File: src/hw/rtl/safety_supervisor_fsm_defines.svh
// assertion macros for the safety supervisor
// used by the top level; expects clk and rst in scope where expanded
`ifndef SAFETY_SUPERVISOR_FSM_DEFINES_SVH
`define SAFETY_SUPERVISOR_FSM_DEFINES_SVH

// same-cycle implication, checked outside reset
`define SSF_ASSERT_NOW(label, ante, cons, msg) \
  label: assert property (@(posedge clk) disable iff (rst) (ante) |-> (cons)) \
    else $error(msg);

// next-cycle implication, checked outside reset
`define SSF_ASSERT_NEXT(label, ante, cons, msg) \
  label: assert property (@(posedge clk) disable iff (rst) (ante) |=> (cons)) \
    else $error(msg);

`endif

File: src/hw/rtl/ssf_pkg.sv
// types and constants shared by the safety supervisor modules
// no dependencies
`default_nettype none

package ssf_pkg;

  localparam int NUM_TIMERS  = 4;
  localparam int LIMIT_W     = 24;
  localparam int TIME_W      = 32;
  localparam int IN_TDATA_W  = 56;
  localparam int OUT_TDATA_W = 16;
  localparam int CFG_IDX_W   = 3;

  // supervisor states
  localparam logic [2:0] ST_IDLE     = 3'd0;
  localparam logic [2:0] ST_ARMED    = 3'd1;
  localparam logic [2:0] ST_RUNNING  = 3'd2;
  localparam logic [2:0] ST_HOLD     = 3'd3;
  localparam logic [2:0] ST_FAILSAFE = 3'd4;

  // timer slots
  localparam int T_HOLD    = 0;
  localparam int T_PLAN    = 1;
  localparam int T_LOC     = 2;
  localparam int T_MISSION = 3;

  // event codes
  localparam logic [2:0] EV_OVERRIDE  = 3'd0;
  localparam logic [2:0] EV_SENSOR_TO = 3'd1;
  localparam logic [2:0] EV_ESTOP     = 3'd2;
  localparam logic [2:0] EV_POSE_LOST = 3'd3;
  localparam logic [2:0] EV_STATIC    = 3'd4;
  localparam logic [2:0] EV_DYNAMIC   = 3'd5;
  localparam logic [2:0] EV_DEADMAN   = 3'd6;
  localparam logic [2:0] EV_PLAN_STALL = 3'd7;

  localparam logic SEV_WARNING  = 1'b0;
  localparam logic SEV_CRITICAL = 1'b1;

  // configuration register indexes
  localparam logic [CFG_IDX_W-1:0] REG_ENABLED     = 3'd0;
  localparam logic [CFG_IDX_W-1:0] REG_HOLD_TO     = 3'd1;
  localparam logic [CFG_IDX_W-1:0] REG_PLANNER_TO  = 3'd2;
  localparam logic [CFG_IDX_W-1:0] REG_LOCALIZE_TO = 3'd3;
  localparam logic [CFG_IDX_W-1:0] REG_MISSION_TO  = 3'd4;

  typedef struct packed {
    logic [TIME_W-1:0] now_ms;
    logic [2:0]        hazard_flags;
    logic [1:0]        collision_kind;
    logic [4:0]        planner_flags;
    logic [1:0]        localization_flags;
    logic [2:0]        costmap_flags;
    logic              chassis_ok;
    logic              mode_change_active;
    logic [4:0]        request_flags;
    logic              mission_limit_on;
  } ssf_item_t;

  typedef struct packed {
    logic [2:0] safety_state;
    logic       drive_permit;
    logic       event_valid;
    logic [2:0] event_code;
    logic       event_severity;
  } ssf_result_t;

  // state update handed back to the top level
  typedef struct packed {
    logic [2:0]            mode;
    logic [NUM_TIMERS-1:0] active;
    logic [NUM_TIMERS-1:0] load;
  } ssf_update_t;

endpackage

`default_nettype wire

File: src/hw/rtl/ssf_core.sv
// decision logic of the safety supervisor: issues, timer expiry, state step, event
// depends on ssf_pkg
`default_nettype none

module ssf_core (
  input  ssf_pkg::ssf_item_t                                   item,
  input  logic                                                 enabled,
  input  logic [ssf_pkg::NUM_TIMERS-1:0][ssf_pkg::LIMIT_W-1:0] limits,
  input  logic [2:0]                                           mode_state,
  input  logic [ssf_pkg::NUM_TIMERS-1:0]                       timer_active,
  input  logic [ssf_pkg::NUM_TIMERS-1:0][ssf_pkg::TIME_W-1:0]  timer_start,
  output ssf_pkg::ssf_update_t                                 update,
  output ssf_pkg::ssf_result_t                                 result
);
  import ssf_pkg::*;

  logic force_fs, comm_ok, too_close;
  logic p_fail, p_path, p_fresh, p_glob, p_loc;
  logic l_deg, l_trust, c_req, c_val, c_fresh;
  logic start, arm, nav, motion, goal, armed_ok;
  logic plan_iss, loc_iss, cm_iss, hold_iss, fatal, mis_to;
  logic [NUM_TIMERS-1:0] cond, expired;
  logic [NUM_TIMERS-1:0][TIME_W-1:0] elapsed;
  logic [2:0] mode_next;
  logic [NUM_TIMERS-1:0] active_next;
  logic ev;
  logic [2:0] code;
  logic sev;

  always_comb begin
    force_fs  = item.hazard_flags[0];
    comm_ok   = item.hazard_flags[1];
    too_close = item.hazard_flags[2];
    p_fail    = item.planner_flags[0];
    p_path    = item.planner_flags[1];
    p_fresh   = item.planner_flags[2];
    p_glob    = item.planner_flags[3];
    p_loc     = item.planner_flags[4];
    l_deg     = item.localization_flags[0];
    l_trust   = item.localization_flags[1];
    c_req     = item.costmap_flags[0];
    c_val     = item.costmap_flags[1];
    c_fresh   = item.costmap_flags[2];
    start     = item.request_flags[0];
    arm       = item.request_flags[1];
    nav       = item.request_flags[2];
    motion    = item.request_flags[3];
    goal      = item.request_flags[4];
    armed_ok  = start & arm;

    plan_iss = p_fail | ~p_path | ~p_fresh | ~p_glob | ~p_loc;
    loc_iss  = l_deg | ~l_trust;
    cm_iss   = c_req & (~c_val | ~c_fresh);
    hold_iss = (item.collision_kind != 2'd0) | plan_iss | loc_iss | cm_iss
               | ~item.chassis_ok | item.mode_change_active;

    cond[T_HOLD]    = hold_iss;
    cond[T_PLAN]    = plan_iss;
    cond[T_LOC]     = loc_iss;
    cond[T_MISSION] = item.mission_limit_on & nav & ~goal;

    // a timer started by this word has zero elapsed time, so only a running one can expire
    for (int i = 0; i < NUM_TIMERS; i++) begin
      elapsed[i] = item.now_ms - timer_start[i];
      expired[i] = timer_active[i] & cond[i] & (limits[i] != '0)
                   & (elapsed[i] >= {{(TIME_W-LIMIT_W){1'b0}}, limits[i]});
    end
    mis_to = item.mission_limit_on & expired[T_MISSION];
    fatal  = force_fs | ~comm_ok | too_close | expired[T_LOC] | expired[T_PLAN]
             | expired[T_HOLD] | mis_to;

    mode_next   = mode_state;
    active_next = cond;
    if (fatal) begin
      mode_next = ST_FAILSAFE;
    end else begin
      unique case (mode_state)
        ST_IDLE: begin
          if (armed_ok && !loc_iss && !cm_iss && !item.mode_change_active)
            mode_next = ST_ARMED;
        end
        ST_ARMED: begin
          if (!armed_ok) mode_next = ST_IDLE;
          else if (nav && motion && !hold_iss) mode_next = ST_RUNNING;
        end
        ST_RUNNING: begin
          if (!armed_ok) mode_next = ST_IDLE;
          else if (hold_iss || !motion) mode_next = ST_HOLD;
        end
        ST_HOLD: begin
          if (!armed_ok) mode_next = ST_IDLE;
          else if (!hold_iss) mode_next = (nav && motion) ? ST_RUNNING : ST_ARMED;
        end
        ST_FAILSAFE: begin
          // recovery drops every timer
          if (!start && !nav) begin
            mode_next   = ST_IDLE;
            active_next = '0;
          end
        end
        default: mode_next = ST_FAILSAFE;
      endcase
    end

    ev   = 1'b1;
    code = EV_OVERRIDE;
    sev  = SEV_CRITICAL;
    priority if (!comm_ok) code = EV_SENSOR_TO;
    else if (too_close) code = EV_ESTOP;
    else if (mis_to) code = EV_OVERRIDE;
    else if (expired[T_LOC]) code = EV_POSE_LOST;
    else if (expired[T_PLAN] || expired[T_HOLD]) code = EV_OVERRIDE;
    else if (item.collision_kind == 2'd1) code = EV_STATIC;
    else if (item.collision_kind == 2'd2) code = EV_DYNAMIC;
    else if (!p_fresh) begin
      code = EV_DEADMAN;
      sev  = SEV_WARNING;
    end else if (l_deg) begin
      code = EV_POSE_LOST;
      sev  = SEV_WARNING;
    end else if (p_fail || !p_path) begin
      code = EV_PLAN_STALL;
      sev  = SEV_WARNING;
    end else if (cm_iss || !item.chassis_ok) begin
      code = EV_SENSOR_TO;
      sev  = SEV_WARNING;
    end else begin
      ev   = 1'b0;
      code = EV_OVERRIDE;
      sev  = SEV_WARNING;
    end

    if (!enabled) begin
      // policy not set up: failsafe with override, timers left as they are
      update.mode           = ST_FAILSAFE;
      update.active         = timer_active;
      update.load           = '0;
      result.safety_state   = ST_FAILSAFE;
      result.drive_permit   = 1'b0;
      result.event_valid    = 1'b1;
      result.event_code     = EV_OVERRIDE;
      result.event_severity = SEV_CRITICAL;
    end else begin
      update.mode           = mode_next;
      update.active         = active_next;
      update.load           = cond & ~timer_active;
      result.safety_state   = mode_next;
      result.drive_permit   = (mode_next == ST_RUNNING);
      result.event_valid    = ev;
      result.event_code     = code;
      result.event_severity = sev;
    end
  end

endmodule

`default_nettype wire

File: src/hw/rtl/safety_supervisor_fsm.sv
// safety supervisor top level: channel registers, configuration and state storage
// depends on ssf_pkg, ssf_core and safety_supervisor_fsm_defines.svh
//
//   channel   direction   handshake          payload
//   s_*       in          tvalid / tready    tdata: one status snapshot
//   m_*       out         tvalid / tready    tdata: state, drive permit, event
//   cfg_*     in          valid / ready      cfg_index, cfg_data
//
// one word per clock sustained while the m side is not stalled; a result reaches m_tdata
// through the input register, then the decision logic into the result register
// rst is synchronous: state idle, timers unset, configuration 0, both channels empty
// a stalled m side holds the result and lets one more word into the input register
// cfg writes are always taken; an enabled write returns the machine to idle
`default_nettype none

module safety_supervisor_fsm (
  input  logic                              clk,
  input  logic                              rst,
  input  logic                              s_tvalid,
  output logic                              s_tready,
  // [31:0] now_ms, [34:32] hazard_flags, [36:35] collision_kind,
  // [41:37] planner_flags, [43:42] localization_flags, [46:44] costmap_flags,
  // [47] chassis_ok, [48] mode_change_active, [53:49] request_flags,
  // [54] mission_limit_on, [55] zero
  input  logic [ssf_pkg::IN_TDATA_W-1:0]    s_tdata,
  output logic                              m_tvalid,
  input  logic                              m_tready,
  // [2:0] safety_state, [3] drive_permit, [4] event_valid,
  // [7:5] event_code, [8] event_severity, [15:9] zero
  output logic [ssf_pkg::OUT_TDATA_W-1:0]   m_tdata,
  input  logic                              cfg_valid,
  output logic                              cfg_ready,
  input  logic [ssf_pkg::CFG_IDX_W-1:0]     cfg_index,
  input  logic [ssf_pkg::LIMIT_W-1:0]       cfg_data
);
  import ssf_pkg::*;

  `include "safety_supervisor_fsm_defines.svh"

  logic                              enabled;
  logic [NUM_TIMERS-1:0][LIMIT_W-1:0] limits;
  logic [2:0]                        mode_state;
  logic [NUM_TIMERS-1:0]             timer_active;
  logic [NUM_TIMERS-1:0][TIME_W-1:0] timer_start;

  logic                  in_valid;
  logic [IN_TDATA_W-1:0] in_data;
  ssf_item_t             item;
  ssf_update_t           update;
  ssf_result_t           result;
  logic                  advance;
  logic                  cfg_fire;

  assign advance   = in_valid & (~m_tvalid | m_tready);
  assign s_tready  = ~in_valid | advance;
  assign cfg_ready = 1'b1;
  assign cfg_fire  = cfg_valid & cfg_ready;

  always_comb begin
    item.now_ms             = in_data[31:0];
    item.hazard_flags       = in_data[34:32];
    item.collision_kind     = in_data[36:35];
    item.planner_flags      = in_data[41:37];
    item.localization_flags = in_data[43:42];
    item.costmap_flags      = in_data[46:44];
    item.chassis_ok         = in_data[47];
    item.mode_change_active = in_data[48];
    item.request_flags      = in_data[53:49];
    item.mission_limit_on   = in_data[54];
  end

  ssf_core u_core (
    .item         (item),
    .enabled      (enabled),
    .limits       (limits),
    .mode_state   (mode_state),
    .timer_active (timer_active),
    .timer_start  (timer_start),
    .update       (update),
    .result       (result)
  );

  // input register
  always_ff @(posedge clk) begin
    if (rst) begin
      in_valid <= 1'b0;
    end else if (s_tready) begin
      in_valid <= s_tvalid;
    end
    if (s_tvalid && s_tready) begin
      in_data <= s_tdata;
    end
  end

  // result register
  always_ff @(posedge clk) begin
    if (rst) begin
      m_tvalid <= 1'b0;
    end else if (advance) begin
      m_tvalid <= 1'b1;
    end else if (m_tready) begin
      m_tvalid <= 1'b0;
    end
    if (advance) begin
      m_tdata <= {{(OUT_TDATA_W-9){1'b0}}, result.event_severity, result.event_code,
                  result.event_valid, result.drive_permit, result.safety_state};
    end
  end

  // configuration and supervisor state; an enabled write takes precedence
  always_ff @(posedge clk) begin
    if (rst) begin
      enabled      <= 1'b0;
      limits       <= '0;
      mode_state   <= ST_IDLE;
      timer_active <= '0;
    end else begin
      if (cfg_fire && cfg_index == REG_ENABLED) begin
        enabled      <= cfg_data[0];
        mode_state   <= ST_IDLE;
        timer_active <= '0;
      end else if (advance) begin
        mode_state   <= update.mode;
        timer_active <= update.active;
      end
      if (cfg_fire) begin
        unique case (cfg_index)
          REG_HOLD_TO:     limits[T_HOLD]    <= cfg_data;
          REG_PLANNER_TO:  limits[T_PLAN]    <= cfg_data;
          REG_LOCALIZE_TO: limits[T_LOC]     <= cfg_data;
          REG_MISSION_TO:  limits[T_MISSION] <= cfg_data;
          default: ;
        endcase
      end
    end
  end

  // start stamps only mean something while their active bit is set
  always_ff @(posedge clk) begin
    for (int i = 0; i < NUM_TIMERS; i++) begin
      if (advance && update.load[i]) begin
        timer_start[i] <= item.now_ms;
      end
    end
  end

  `SSF_ASSERT_NEXT(a_enable_write_resets, cfg_fire && cfg_index == REG_ENABLED,
    mode_state == ST_IDLE && timer_active == '0, "enabled write did not reset state")
  `SSF_ASSERT_NEXT(a_disabled_override, advance && !enabled,
    m_tvalid && m_tdata[2:0] == ST_FAILSAFE && m_tdata[7:5] == EV_OVERRIDE && m_tdata[8],
    "disabled word did not give failsafe override")
  `SSF_ASSERT_NOW(a_motion_only_running, m_tvalid && m_tdata[3],
    m_tdata[2:0] == ST_RUNNING, "motion allowed outside running")
  `SSF_ASSERT_NOW(a_severity_needs_event, m_tvalid && m_tdata[8],
    m_tdata[4], "critical severity without event")
  `SSF_ASSERT_NEXT(a_failsafe_holds_motion, advance && result.safety_state == ST_FAILSAFE,
    mode_state == ST_FAILSAFE || mode_state == ST_IDLE, "failsafe result lost in state")

endmodule

`default_nettype wire

File: config.mk
export PLATFORM = sky130hd
export DESIGN_NAME = safety_supervisor_fsm
export DESIGN_NICKNAME = d
export VERILOG_FILES = /design/src/hw/rtl/ssf_pkg.sv /design/src/hw/rtl/ssf_core.sv /design/src/hw/rtl/safety_supervisor_fsm.sv
export VERILOG_INCLUDE_DIRS = /design/src /design/src/hw/rtl
export SDC_FILE = /design/constraint.sdc
export NUM_CORES = 1
export LEC_CHECK = 0
export ABC_AREA = 1
export ABC_CLOCK_PERIOD_IN_PS = 7900
export BUFFER_PORTS_ARGS = -buffer_cell sky130_fd_sc_hd__buf_2
export CAP_MARGIN = 20
export CORE_AREA = 5 5 237 239
export CTS_BUF_LIST = sky130_fd_sc_hd__clkbuf_4 sky130_fd_sc_hd__clkbuf_8
export DETAILED_ROUTE_END_ITERATION = 12
export DIE_AREA = 0 0 242 244
export GPL_TIMING_DRIVEN = 1
export PLACE_DENSITY = 0.53
export SYNTH_ARGS = -nofsm -noshare
export SYNTH_HDL_FRONTEND = slang
export SYNTH_SLANG_ARGS = --single-unit
export TNS_END_PERCENT = 10
File: constraint.sdc
create_clock -name clk -period 7.9 [get_ports clk]
set_input_delay 1.975 -clock clk [delete_from_list [all_inputs] [get_ports clk]]
set_output_delay 1.975 -clock clk [all_outputs]
set_load 0.05 [all_outputs]
Yosys cells after proc, flatten, opt, wreduce, memory -nomap -nowiden
Cells that the tools add are included.

word-level totals
  register bits = 298
  memories = 0
  logic and storage cells = 163
  output and inout port bits = 19
  latch bits = 0
  memory bits (writable) = 0
  ROM bits = 0

operators by class
  $add $sub $neg = 4
  equal/unequal tests = 11
  bitwise gates (word level) = 52
  order comparisons = 4
  div/mod/pow operators = 0
  multiply operators = 0
  reductions and logical operators = 43
  mux-type cells = 30
  shifts and indexed selects = 0

operators with widths
  cell                                                 count
  >= comparator 32 x 24 -> 1 bit                       4
  subtractor 32 bit                                    4
  nonzero test 24 bit                                  4
  2-to-1 mux 3 bit                                     14
  bitwise OR 1 bit                                     19
  AND 1 bit                                            18
  equality test 3 x 2 -> 1 bit, second input constant  5
  one-hot mux 3 bit (5 select lines)                   1
  NOT 1 bit                                            13
  logical AND 1 bit                                    12
  2-to-1 mux 4 bit                                     3
  AND reduction 2 bit                                  6
  2-to-1 mux 11 bit                                    1
  OR reduction 11 bit                                  1
  2-to-1 mux 2 bit                                     5
  zero test 1 bit                                      9
  OR reduction 7 bit                                   1
  equality test 3 x 1 -> 1 bit, second input constant  2
  equality test 3 bit, second input constant           2
  zero test 3 bit                                      2
  2-to-1 mux 1 bit                                     6
  OR reduction 6 bit                                   1
  AND 4 bit                                            1
  logical OR 1 bit                                     4
  5 further kinds                                      6

Logic depth before layout (Yosys ltp)
Gate-level depths: netlist (run 1).

  word-level depth = 19
  mapped depth = 30
  depth with buffers taken out = 30

Hierarchy
From an unflattened synthesis (run 1), not the netlist that was laid out.

unflattened totals
  cells, all modules = 3040
  area, all modules = 22128.7 µm²

modules (own cells, without submodules)
  module                 times used  area an instance (µm²)  cells an instance
  ssf_core               1           11913.9                 2221
  safety_supervisor_fsm  1           10214.8                 819

Worst setup path before layout (run 1)
Ideal clock, no wire load.

  kind = input-to-reg
  from = input m_tready
  to = register timer_start[32] (netlist name) (enable)
  cell stages on the path = 6
  arrival time = 4.706 ns
  setup slack = 2.733 ns
  required time = 7.439 ns
  setup time = 0.461 ns
  buffers on the path = 0
  cell sequence = inv_1 -> nand2_1 -> nand2_1 -> nor2_1 -> inv_1 -> nor3_1

on the way
  word-level cells in the longest chain between the ends = 3

ends and longest elaborated chain
  element                          RTL line                      text
  from (decl)                      safety_supervisor_fsm.sv:27   input logic m_tready,
  bitwise OR 1 bit                 safety_supervisor_fsm.sv:54   assign advance = in_valid & (~m_tvalid | m_tready);
  AND 1 bit                        safety_supervisor_fsm.sv:54
  logical AND 1 bit                safety_supervisor_fsm.sv:141  if (advance && update.load[i]) begin
  to (signal, indexed assignment)  safety_supervisor_fsm.sv:142  timer_start[i] <= item.now_ms;
  to (decl)                        safety_supervisor_fsm.sv:44   logic [NUM_TIMERS-1:0][TIME_W-1:0] timer_start;

No other way between the ends.
A chain may end at the register's enable or synchronous reset.

Final worst setup path (run 1)
  from = register in_data[0]
  to = register timer_active[1]

on the way
  word-level cells in the longest chain between the ends = 8
  elaborated cells between the ends (all ways) = 18
  classes of those cells = add/sub: 4; order compare: 4; mux: 1; bitwise: 9

ends and longest elaborated chain
  element                         RTL line                      text
  from (decl)                     safety_supervisor_fsm.sv:47   logic [IN_TDATA_W-1:0] in_data;
  from (signal assigned)          safety_supervisor_fsm.sv:91   in_data <= s_tdata;
  subtractor 32 bit               ssf_core.sv:64                elapsed[i] = item.now_ms - timer_start[i];
  >= comparator 32 x 24 -> 1 bit  ssf_core.sv:66                & (elapsed[i] >= {{(TIME_W-LIMIT_W){1'b0}}, limits[i]});
  AND 1 bit                       ssf_core.sv:66
  bitwise OR 1 bit (2 in a row)   ssf_core.sv:69                fatal = force_fs | ~comm_ok | too_close | expired[T_LOC] | expired[T_PLAN]
  bitwise OR 1 bit                ssf_core.sv:70                | expired[T_HOLD] | mis_to;
  bitwise OR 1 bit *              ssf_core.sv:70
  2-to-1 mux 4 bit *              ssf_core.sv:74                if (fatal) begin
  to (signal assigned)            safety_supervisor_fsm.sv:124  timer_active <= update.active;
  to (decl)                       safety_supervisor_fsm.sv:43   logic [NUM_TIMERS-1:0] timer_active;

Every way passes the cells marked *; elsewhere a longest branch is shown, timed or not.

==> impl_results.html, run 1 <==
<table>
<tr><th>Metric</th><th>Value</th></tr>
<tr><th colspan="2">Setup path</th></tr>
<tr><td>Reg2Reg Capture Point</td><td>timer_active[1]</td></tr>
<tr><td>Critical Path End Type</td><td>flop</td></tr>
<tr><td>CP Capture Point</td><td>timer_active[1]</td></tr>
<tr><td>Data required time of the worst path</td><td>8.47 ns</td></tr>
<tr><td>CP max stage cell</td><td>edfxtp_1</td></tr>
<tr><td>Worst r2r path cells</td><td>30</td></tr>
<tr><td>Buf+Inv Stages, Crit Path</td><td>5</td></tr>
<tr><td>Critical path's most frequent cell</td><td>nand2_1</td></tr>
<tr><td>Critical path data arrival time</td><td>5.72 ns</td></tr>
<tr><td>Critical Path Start</td><td>in_data[0]</td></tr>
<tr><td>Cell depth of the worst setup path</td><td>30</td></tr>
<tr><td>Delay contributed by the slowest stage of the critical path</td><td>0.55 ns</td></tr>
<tr><td>Critical-path maximum fanout</td><td>6</td></tr>
<tr><td>Type of origin of the critical path</td><td>flop</td></tr>
<tr><td>Largest delay contributor family on the critical path</td><td>simple AND/OR/NAND/NOR gates</td></tr>
<tr><td>Reg2Reg Setup Slack</td><td>between 2 and 3 ns</td></tr>
<tr><td>Start of the worst register-to-register path</td><td>in_data[0]</td></tr>
<tr><td>Critical setup path kind</td><td>flop to flop</td></tr>
<tr><th colspan="2">CTS</th></tr>
<tr><td>Root buffer cell</td><td>clkbuf_8</td></tr>
<tr><td>Post-CTS Setup Inserts</td><td>0</td></tr>
<tr><td>Gates resized, CTS repair</td><td>0</td></tr>
<tr><td>Total clock sinks</td><td>298</td></tr>
<tr><td>Post-CTS clock slew at the launch and capture registers of the worst setup and hold paths</td><td>0.07 ns</td></tr>
<tr><td>Number of buffers on the longest clock path</td><td>3</td></tr>
<tr><td>Source-to-sink clock delay at the later pin of the worst-skew pair</td><td>0.69 ns</td></tr>
<tr><td>Clock tree from TritonCTS</td><td>done</td></tr>
<tr><td>CTS buffer count</td><td>56</td></tr>
<tr><td>H-Tree Depth</td><td>2</td></tr>
<tr><td>Quantity of hold-fixing buffers added after cts</td><td>0</td></tr>
<tr><th colspan="2">Floorplanning</th></tr>
<tr><td>Horizontal die dimension</td><td>242 um</td></tr>
<tr><td>Number of top-level pins</td><td>about 110</td></tr>
<tr><td>Die Area</td><td>around 59000 sq um</td></tr>
<tr><td>Height of the die</td><td>244 um</td></tr>
<tr><td>CORE AREA</td><td>53600 sq um</td></tr>
<tr><td>Effective utilization at floorplan</td><td>39.78%</td></tr>
<tr><td>Placement row count</td><td>85</td></tr>
<tr><th colspan="2">Synthesis</th></tr>
<tr><td>Mapped cell area</td><td>21320 sq um</td></tr>
<tr><td>Synthesized area per cell</td><td>7.380 sq um</td></tr>
<tr><td>Fraction of the mapped netlist area in compound gates</td><td>11.62%</td></tr>
<tr><td>Portion of netlist area occupied by mux cells</td><td>0%</td></tr>
<tr><td>Proportion of register bits with asynchronous set or reset after synthesis</td><td>0%</td></tr>
<tr><td>Sequential element share of the synthesized area</td><td>36.99%</td></tr>
<tr><td>Area share of xor/xnor cells in the synthesized design</td><td>around 3.8%</td></tr>
<tr><td>Synthesis Warnings</td><td>0</td></tr>
<tr><td>Post-synthesis share of cell area spent on full adders, half adders and majority gates</td><td>between 10% and 20%</td></tr>
<tr><td>Count of flip-flops with a built-in enable after synthesis</td><td>192</td></tr>
<tr><td>Dominant combinational cell family by area after synthesis</td><td>simple AND/OR/NAND/NOR gates</td></tr>
<tr><td>Basic-gate share of the synthesized area counting and, or, nand and nor cells</td><td>23.40%</td></tr>
<tr><td>Number of synthesized register bits</td><td>slightly below 300</td></tr>
<tr><td>Number of distinct library cells after synthesis</td><td>47</td></tr>
<tr><td>Main synth FF type</td><td>edfxtp_1</td></tr>
<tr><td>Cells after Synth</td><td>between 2000 and 3000</td></tr>
<tr><th colspan="2">Outcome</th></tr>
<tr><td>Run status</td><td>finished clean</td></tr>
<tr><th colspan="2">Global routing</th></tr>
<tr><td>Maximum number of pins on one net before global-route repair</td><td>98</td></tr>
<tr><td>Gr ovfl total</td><td>0</td></tr>
<tr><td>Number of antenna violations at the first check in global routing</td><td>5</td></tr>
<tr><td>Total GRT Usage</td><td>about a fifth</td></tr>
<tr><td>Wire length of the first global-routing pass</td><td>~99000 um</td></tr>
<tr><td>Vias in the first global route</td><td>17429</td></tr>
<tr><th colspan="2">Cells and area</th></tr>
<tr><td>Synth-to-layout area growth</td><td>12.69%</td></tr>
<tr><td>Final core utilization</td><td>44.83%</td></tr>
<tr><td>Most common library cell in the layout ignoring fill and taps</td><td>nand2_1</td></tr>
<tr><td>Nets</td><td>3338</td></tr>
<tr><td>Commonest cells after routing, fill and taps aside</td><td>nand2_1 (762), inv_1 (557), a21oi_1 (260)</td></tr>
<tr><td>Number of cells in the finished layout apart from fillers</td><td>3770</td></tr>
<tr><td>Fraction of layout instances using a drive strength above 1</td><td>between 8 and 9%</td></tr>
<tr><th colspan="2">Route</th></tr>
<tr><td>Count of TritonRoute iterations in the first routing pass</td><td>6</td></tr>
<tr><td>Count of antenna-violating nets left after detailed routing</td><td>0</td></tr>
<tr><td>Via density per instance</td><td>4.958</td></tr>
<tr><td>Routed wire length</td><td>approximately 64000 um</td></tr>
<tr><td>Number of DRC violations after detailed-routing iteration 0</td><td>1243</td></tr>
<tr><td>Mean routed wirelength per cell</td><td>around 17 um</td></tr>
<tr><td>DRC viols</td><td>0</td></tr>
<tr><td>Via count</td><td>18693</td></tr>
<tr><th colspan="2">STA</th></tr>
<tr><td>Final setup violation count</td><td>0</td></tr>
<tr><td>Shortest clock period the worst path allows after layout</td><td>5.148 ns</td></tr>
<tr><td>Final hold violation count</td><td>0</td></tr>
<tr><td>Aggregate negative setup slack</td><td>0 ns</td></tr>
<tr><td>Pins over their slew limit</td><td>0</td></tr>
<tr><td>Transition time at the pin with the least slew margin</td><td>between 0.9 and 1 ns</td></tr>
<tr><td>Fraction of the cycle the final worst path needs</td><td>roughly 65%</td></tr>
<tr><td>Worst slew margin relative to its limit</td><td>between 30% and 40%</td></tr>
<tr><td>Maximum achievable frequency</td><td>0.1943 GHz</td></tr>
<tr><td>Post-Route Skew</td><td>0.03376 ns</td></tr>
<tr><td>Unrepaired setup endpoints after global routing</td><td>no</td></tr>
<tr><th colspan="2">Run</th></tr>
<tr><td>Number of maximum-capacitance violations</td><td>0</td></tr>
<tr><th colspan="2">Power and ir drop</th></tr>
<tr><td>Leakage Power</td><td>11.61 nW</td></tr>
<tr><td>Worst ir drop on vdd</td><td>0.0001452 V</td></tr>
<tr><td>Cell area power density</td><td>179.7 nW/um^2</td></tr>
<tr><th colspan="2">Min path</th></tr>
<tr><td>Min-delay worst type</td><td>flop to flop</td></tr>
<tr><td>Number of stages on the worst hold path</td><td>2</td></tr>
<tr><th colspan="2">Placement</th></tr>
<tr><td>Weighted congestion reported at the end of routability-driven placement</td><td>0.9385</td></tr>
<tr><td>Final HPWL DP</td><td>52350 um</td></tr>
<tr><td>Number of placed instances, taps included</td><td>approximately 3700</td></tr>
<tr><td>Count of buffers inserted at the top-level ports</td><td>97</td></tr>
</table>
## layer usage
layer / share of wire [%] / GRT usage (%) / up-vias
met2: 43 / 33.47 / 499
met3: 6.8 / 4.324 / 84
met5: 0.037 / 0 / -
li1: - / - / 9643
met4: 2.3 / 5.858 / 4
met1: 47 / 29.72 / 8463
## synth_stat cells, types with 2 or more instances
cell type	instances	area (sq um)
nor3_1	23	115.1
nor2_4	3	33.78
o21a_1	4	30.03
conb_1	2	7.510
o21ai_0	142	710.7
dfxtp_1	106	2122
nand4_1	25	156.4
nand2_1	762	2860
nand2_2	12	75.07
o21ai_2	2	17.52
ha_1	223	2790
or2_1	2	12.51
xor2_1	68	595.6
o21ai_1	2	10.01
a21o_1	6	45.04
xnor2_1	25	219.0
nor4_1	30	187.7
nand3_2	4	40.04
inv_1	559	2098
o21bai_1	11	82.58
and3_1	3	18.77
fa_1	4	80.08
o311ai_0	2	17.52
buf_4	8	60.06
edfxtp_1	192	5766
nor3b_1	2	15.01
a21oi_1	260	1301
o211ai_1	3	22.52
nand3b_1	7	52.55
nor2_1	207	777.0
a41oi_1	2	17.52
and2_1	4	25.02
clkbuf_1	30	112.6
a211oi_1	3	22.52
nand3_1	110	550.5
a31oi_1	24	150.1
nor2_2	7	43.79
## logic make-up (layout without fill, tap and decap cells)
family	count (synthesis)	count (layout)
buffers and inverters	598	774
AO/OA/AOI/OAI	467	467
flip-flops	298	298
AND/OR/NAND/NOR	1204	1204
XOR/XNOR	93	93
other	2	11
adder cells (fa/ha/maj)	227	227
## worst reg2reg max path: cells and delay by family, from the launching register on
| kind | cells | cell delay [ns] |
|---|---|---|
| fa+ha+maj | 3 | 0.87 |
| simple gates | 17 | 2.27 |
| flops | 1 | 0.55 |
| compound gates | 4 | 0.63 |
| buf+inv | 5 | 0.53 |
| xor+xnor | 1 | 0.21 |
## cell type report
type	count	area, sq um
Antenna cell	3	7.507
Clock buffer	83	1036
Sequential cell	298	7888
Clock inverter	23	319.1
Fill cell	5536	29570
Multi-Input combinational cell	1999	11200
Inverter	560	2102
Tap cell	696	870.8
Timing Repair Buffer	108	608.1
## worst min-delay path by stage
stage,end,slack [ns],from
2_1_floorplan,limits[72],0.44,limits[72]
3_3_place_gp,limits[72],0.47,limits[72]
3_5_place_dp,limits[25],0.47,limits[25]
4_1_cts,limits[25],0.48,limits[25]
5_1_grt,limits[11],0.50,limits[11]
6_report,limits[8],0.48,limits[8]
## where the power goes
| group | internal, mW | switching, mW | total, mW |
|---|---|---|---|
| Sequential | 1.70 | 0.0481 | 1.75 |
| Combinational | 0.264 | 0.487 | 0.752 |
| Clock | 1.08 | 0.738 | 1.82 |
## state kept, by name (all words and copies together), names as in the netlist, 3 cells and up
register and count:
limits 96, mode_state 3, timer_active 4, timer_start 128, in_data 55, m_tdata 9
## metrics by stage
stage	power (mW)	hold WS (ns)	setup WS [ns]	cell area, sq um
2_1_floorplan	2.291	0.4414	2.733	21340
5_1_grt	4.560	0.4987	2.269	24020
3_3_place_gp	2.515	0.4666	2.776	22610
4_1_cts	4.381	0.4821	2.743	23970
6_report	4.318	0.4787	2.752	24030
3_5_place_dp	2.530	0.4735	2.737	22610
No activity file was read; power rests on OpenSTA's default activity.
==> run 2, diff against run 1 <==
--- a/config.mk
+++ b/config.mk
@@ -7,7 +7,7 @@
 export NUM_CORES = 1
 export LEC_CHECK = 0
 export ABC_AREA = 1
-export ABC_CLOCK_PERIOD_IN_PS = 7900
+export ABC_CLOCK_PERIOD_IN_PS = 4150
 export BUFFER_PORTS_ARGS = -buffer_cell sky130_fd_sc_hd__buf_2
 export CAP_MARGIN = 20
 export CORE_AREA = 5 5 237 239
@@ -15,7 +15,7 @@
 export DETAILED_ROUTE_END_ITERATION = 12
 export DIE_AREA = 0 0 242 244
 export GPL_TIMING_DRIVEN = 1
-export PLACE_DENSITY = 0.53
+export PLACE_DENSITY = 0.55
 export SYNTH_ARGS = -nofsm -noshare
 export SYNTH_HDL_FRONTEND = slang
 export SYNTH_SLANG_ARGS = --single-unit
==> constraint.sdc (replaced) <==
create_clock -name clk -period 4.15 [get_ports clk]
set_input_delay 1.0375 -clock clk [delete_from_list [all_inputs] [get_ports clk]]
set_output_delay 1.0375 -clock clk [all_outputs]
set_load 0.05 [all_outputs]
==> run 2 against run 1 <==
- non-clock buffer count increased by 293
- sequential power grew 89%
- critical path depth fell by 3
- wire length grew 9.5%
- worst hold slack got worse by 0.0054 ns
- die area stayed put
- register-to-register slack worse by 2.7 ns
- count of clock-buffer cells in the layout shrank 4
- clock skew is 0.0015 ns lower
==> impl_results.html, run 2 (synthesis results as in run 1) <==
<table>
<tr><th>Metric</th><th>Value</th></tr>
<tr><th colspan="2">Setup path</th></tr>
<tr><td>Critical Path End Type</td><td>flop (unchanged)</td></tr>
<tr><td>Type of origin of the critical path</td><td>flop (unchanged)</td></tr>
<tr><td>Critical setup path kind</td><td>flop to flop (unchanged)</td></tr>
<tr><td>Critical path data arrival time</td><td>4.67 ns (was 5.72 ns)</td></tr>
<tr><td>Data required time of the worst path</td><td>4.70 ns (was 8.47 ns)</td></tr>
<tr><td>Critical-path maximum fanout</td><td>6 (unchanged)</td></tr>
<tr><th colspan="2">Global routing</th></tr>
<tr><td>Total GRT Usage</td><td>22.97% (was 21.19%)</td></tr>
<tr><td>Gr ovfl total</td><td>0 (unchanged)</td></tr>
<tr><td>Number of antenna violations at the first check in global routing</td><td>6 (was 5)</td></tr>
<tr><td>Vias in the first global route</td><td>18845 (was 17429)</td></tr>
<tr><td>Maximum number of pins on one net before global-route repair</td><td>49 (was 98)</td></tr>
<tr><td>Wire length of the first global-routing pass</td><td>106400 um (was 99050 um)</td></tr>
<tr><th colspan="2">Route</th></tr>
<tr><td>Routed wire length</td><td>70560 um (was 64460 um)</td></tr>
<tr><td>Via count</td><td>19851 (was 18693)</td></tr>
<tr><td>Via density per instance</td><td>4.892 (was 4.958)</td></tr>
<tr><td>Count of TritonRoute iterations in the first routing pass</td><td>8 (was 6)</td></tr>
<tr><td>Count of antenna-violating nets left after detailed routing</td><td>0 (unchanged)</td></tr>
<tr><td>Number of DRC violations after detailed-routing iteration 0</td><td>1467 (was 1243)</td></tr>
<tr><td>DRC viols</td><td>0 (unchanged)</td></tr>
<tr><td>Mean routed wirelength per cell</td><td>17.39 um (was 17.10 um)</td></tr>
<tr><th colspan="2">Cells and area</th></tr>
<tr><td>Register with the most flip-flops</td><td>timer_start (unchanged)</td></tr>
<tr><td>Flip-flop count of the largest register after layout</td><td>128 (unchanged)</td></tr>
<tr><td>Most common library cell in the layout ignoring fill and taps</td><td>nand2_1 (unchanged)</td></tr>
<tr><td>Number of cells in the finished layout apart from fillers</td><td>4058 (was 3770)</td></tr>
<tr><td>Synth-to-layout area growth</td><td>26.08% (was 12.69%)</td></tr>
<tr><td>Nets</td><td>3630 (was 3338)</td></tr>
<tr><td>Number of filler cells placed in the layout</td><td>5323 (was 5536)</td></tr>
<tr><td>Area taken by flip-flops and latches</td><td>7888 sq um (unchanged)</td></tr>
<tr><td>Post-Layout Inst Area</td><td>26880 sq um (was 24030 sq um)</td></tr>
<tr><td>Largest registers ranked by flip-flop count</td><td>timer_start x128, limits x96, in_data x55 (unchanged)</td></tr>
<tr><td>Commonest cells after routing, fill and taps aside</td><td>nand2_1 (716), inv_1 (554), buf_4 (287) (was nand2_1 (762), inv_1 (557), a21oi_1 (260))</td></tr>
<tr><td>Area used by multi-input combinational logic</td><td>11910 sq um (was 11200 sq um)</td></tr>
<tr><td>Fraction of layout instances using a drive strength above 1</td><td>20.08% (was 8.141%)</td></tr>
<tr><th colspan="2">Placement</th></tr>
<tr><td>Final HPWL DP</td><td>57330 um (was 52350 um)</td></tr>
<tr><td>Weighted congestion reported at the end of routability-driven placement</td><td>0.9687 (was 0.9385)</td></tr>
<tr><td>Count of buffers inserted at the top-level ports</td><td>97 (unchanged)</td></tr>
<tr><td>Number of placed instances, taps included</td><td>3925 (was 3659)</td></tr>
<tr><td>Post-placement cell area</td><td>24700 sq um (was 22610 sq um)</td></tr>
<tr><th colspan="2">Floorplanning</th></tr>
<tr><td>Number of top-level pins</td><td>107 (unchanged)</td></tr>
<tr><td>Height of the die</td><td>244 um (unchanged)</td></tr>
<tr><td>Die Area</td><td>59050 sq um (unchanged)</td></tr>
<tr><td>Horizontal die dimension</td><td>242 um (unchanged)</td></tr>
<tr><td>Effective utilization at floorplan</td><td>39.78% (unchanged)</td></tr>
<tr><td>CORE AREA</td><td>53600 sq um (unchanged)</td></tr>
<tr><td>Placement row count</td><td>85 (unchanged)</td></tr>
<tr><th colspan="2">CTS</th></tr>
<tr><td>Source-to-sink clock delay at the later pin of the worst-skew pair</td><td>0.67 ns (was 0.69 ns)</td></tr>
<tr><td>Number of buffers on the longest clock path</td><td>3 (unchanged)</td></tr>
<tr><td>CTS buffer count</td><td>55 (was 56)</td></tr>
<tr><td>H-Tree Depth</td><td>2 (unchanged)</td></tr>
<tr><td>Quantity of hold-fixing buffers added after cts</td><td>0 (unchanged)</td></tr>
<tr><td>Post-CTS clock slew at the launch and capture registers of the worst setup and hold paths</td><td>0.06 ns (was 0.07 ns)</td></tr>
<tr><td>Clock tree from TritonCTS</td><td>done (unchanged)</td></tr>
<tr><td>Root buffer cell</td><td>clkbuf_8 (unchanged)</td></tr>
<tr><td>Total clock sinks</td><td>298 (unchanged)</td></tr>
<tr><th colspan="2">STA</th></tr>
<tr><td>Maximum achievable frequency</td><td>0.2426 GHz (was 0.1943 GHz)</td></tr>
<tr><td>Worst Hold Slack</td><td>0.4733 ns (was 0.4787 ns)</td></tr>
<tr><td>Unrepaired setup endpoints after global routing</td><td>yes (was no)</td></tr>
<tr><td>Final setup violation count</td><td>0 (unchanged)</td></tr>
<tr><td>Shortest clock period the worst path allows after layout</td><td>4.122 ns (was 5.148 ns)</td></tr>
<tr><td>Pins over their slew limit</td><td>0 (unchanged)</td></tr>
<tr><td>Transition time at the pin with the least slew margin</td><td>0.6793 ns (was 0.9210 ns)</td></tr>
<tr><td>Worst slew margin relative to its limit</td><td>54.14% (was 38.60%)</td></tr>
<tr><td>Fraction of the cycle the final worst path needs</td><td>99.33% (was 65.16%)</td></tr>
<tr><td>Post-Route Skew</td><td>0.03226 ns (was 0.03376 ns)</td></tr>
<tr><td>Final hold violation count</td><td>0 (unchanged)</td></tr>
<tr><th colspan="2">Power and ir drop</th></tr>
<tr><td>Internal power component</td><td>5.709 mW (was 3.045 mW)</td></tr>
<tr><td>Power after layout</td><td>8.193 mW (was 4.318 mW)</td></tr>
<tr><td>Fraction of power consumed by combinational cells</td><td>22.3% (was 17.4%)</td></tr>
<tr><td>Worst ir drop on vdd</td><td>0.0002066 V (was 0.0001452 V)</td></tr>
<tr><td>Reported net switching power</td><td>2.484 mW (was 1.274 mW)</td></tr>
<tr><td>Cell area power density</td><td>304.8 nW/um^2 (was 179.7 nW/um^2)</td></tr>
<tr><td>Leakage Power</td><td>13.09 nW (was 11.61 nW)</td></tr>
<tr><td>Part of the total power dissipated in the clock network</td><td>37.4% (was 42.1%)</td></tr>
<tr><td>Relative contribution of sequential cells to total power</td><td>40.3% (was 40.5%)</td></tr>
<tr><td>Sw Ratio</td><td>30.32% (was 29.50%)</td></tr>
<tr><th colspan="2">Min path</th></tr>
<tr><td>Min-delay worst type</td><td>flop to flop (unchanged)</td></tr>
<tr><th colspan="2">Outcome</th></tr>
<tr><td>Run status</td><td>finished clean (unchanged)</td></tr>
<tr><th colspan="2">Run</th></tr>
<tr><td>Number of maximum-capacitance violations</td><td>0 (unchanged)</td></tr>
</table>
==> run 2: cell count changes in the layout (fill, tap and decap cells not counted), sizes merged <==
cell / before / now
clkinvlp: 4 / 0
buf: 108 / 401
clkbuf: 83 / 79
diode: 3 / 5
bufinv: 7 / 3
clkinv: 11 / 16
==> run 2: worst max-delay path, cell delays in order, from the launching register on <==
cell	delay, ns
edfxtp_1	0.51
buf_12	0.20
buf_4	0.15
ha_4	0.24
nand2_2	0.13
inv_1	0.06
nand2_1	0.07
nand2_2	0.09
a21oi_2	0.13
nand2_2	0.14
buf_4	0.17
xor2_1	0.14
ha_1	0.30
a21oi_1	0.13
o21ai_0	0.08
a21oi_1	0.15
nand2_2	0.09
nand2_2	0.09
nand4_1	0.10
nor2_1	0.12
nand3_2	0.13
buf_6	0.17
nand2_4	0.06
nand3_2	0.08
nor2_4	0.20
nand2_2	0.11
nand2_1	0.08
a21oi_1	0.06
==> run 2: power by group through the flow <==
| stage | Combinational, mW | Sequential [mW] | Clock [mW] |
|---|---|---|---|
| after global placement | 1.65 | 3.37 | 0 |
| after CTS | 1.73 | 3.30 | 3.18 |
| final | 1.83 | 3.30 | 3.06 |
| after floorplan | 1.01 | 3.36 | 0 |
| after global routing | 2.04 | 3.31 | 3.30 |
| after detailed placement | 1.69 | 3.37 | 0 |
==> run 2: final cells by class <==
class / count / area share [%]
Clock inverter: 20 / 0.6888
Antenna cell: 5 / 0.04654
Sequential cell: 298 / 29.34
Timing Repair Buffer: 401 / 10.88
Clock buffer: 79 / 3.695
Inverter: 560 / 7.819
Multi-Input combinational cell: 1999 / 44.29
Tap cell: 696 / 3.239
==> run 2: repair_timing <==
action	4_1_cts	5_1_grt
setup endpoints to repair	15	15
pin swaps	19	52
resized for setup	50	120
gates cloned	0	0
buffers inserted	10	17
==> run 2: worst paths after layout <==
kind,start,end,slack (ns),cells past startpoint
max,in_data[11],timer_active[2],0.03,27
min,limits[72],limits[72],0.47,2
max reg2reg,in_data[11],timer_active[2],0.03,27
min reg2reg,limits[72],limits[72],0.47,2
==> run 2: per-layer routing <==
| layer | track usage, % | share of wire [%] | vias to the layer above |
|---|---|---|---|
| li1 | - | - | 10239 |
| met1 | 32.41 | 47 | 8958 |
| met2 | 35.73 | 43 | 536 |
| met3 | 3.964 | 6.3 | 116 |
| met4 | 8.107 | 3.3 | 2 |
| met5 | 0 | 0.024 | - |
==> run 2: stage by stage <==
stage | worst slack (ns) | setup TNS [ns] | utilization (%)
after floorplan | -0.07984 | -5.102 | -
after global placement | -0.2328 | -2.304 | 46.08
after detailed placement | -0.2442 | -2.329 | 46.08
after CTS | 0.001335 | 0 | 48.86
after global routing | -0.2244 | -2.704 | 50.14
final | 0.02792 | 0 | 50.15
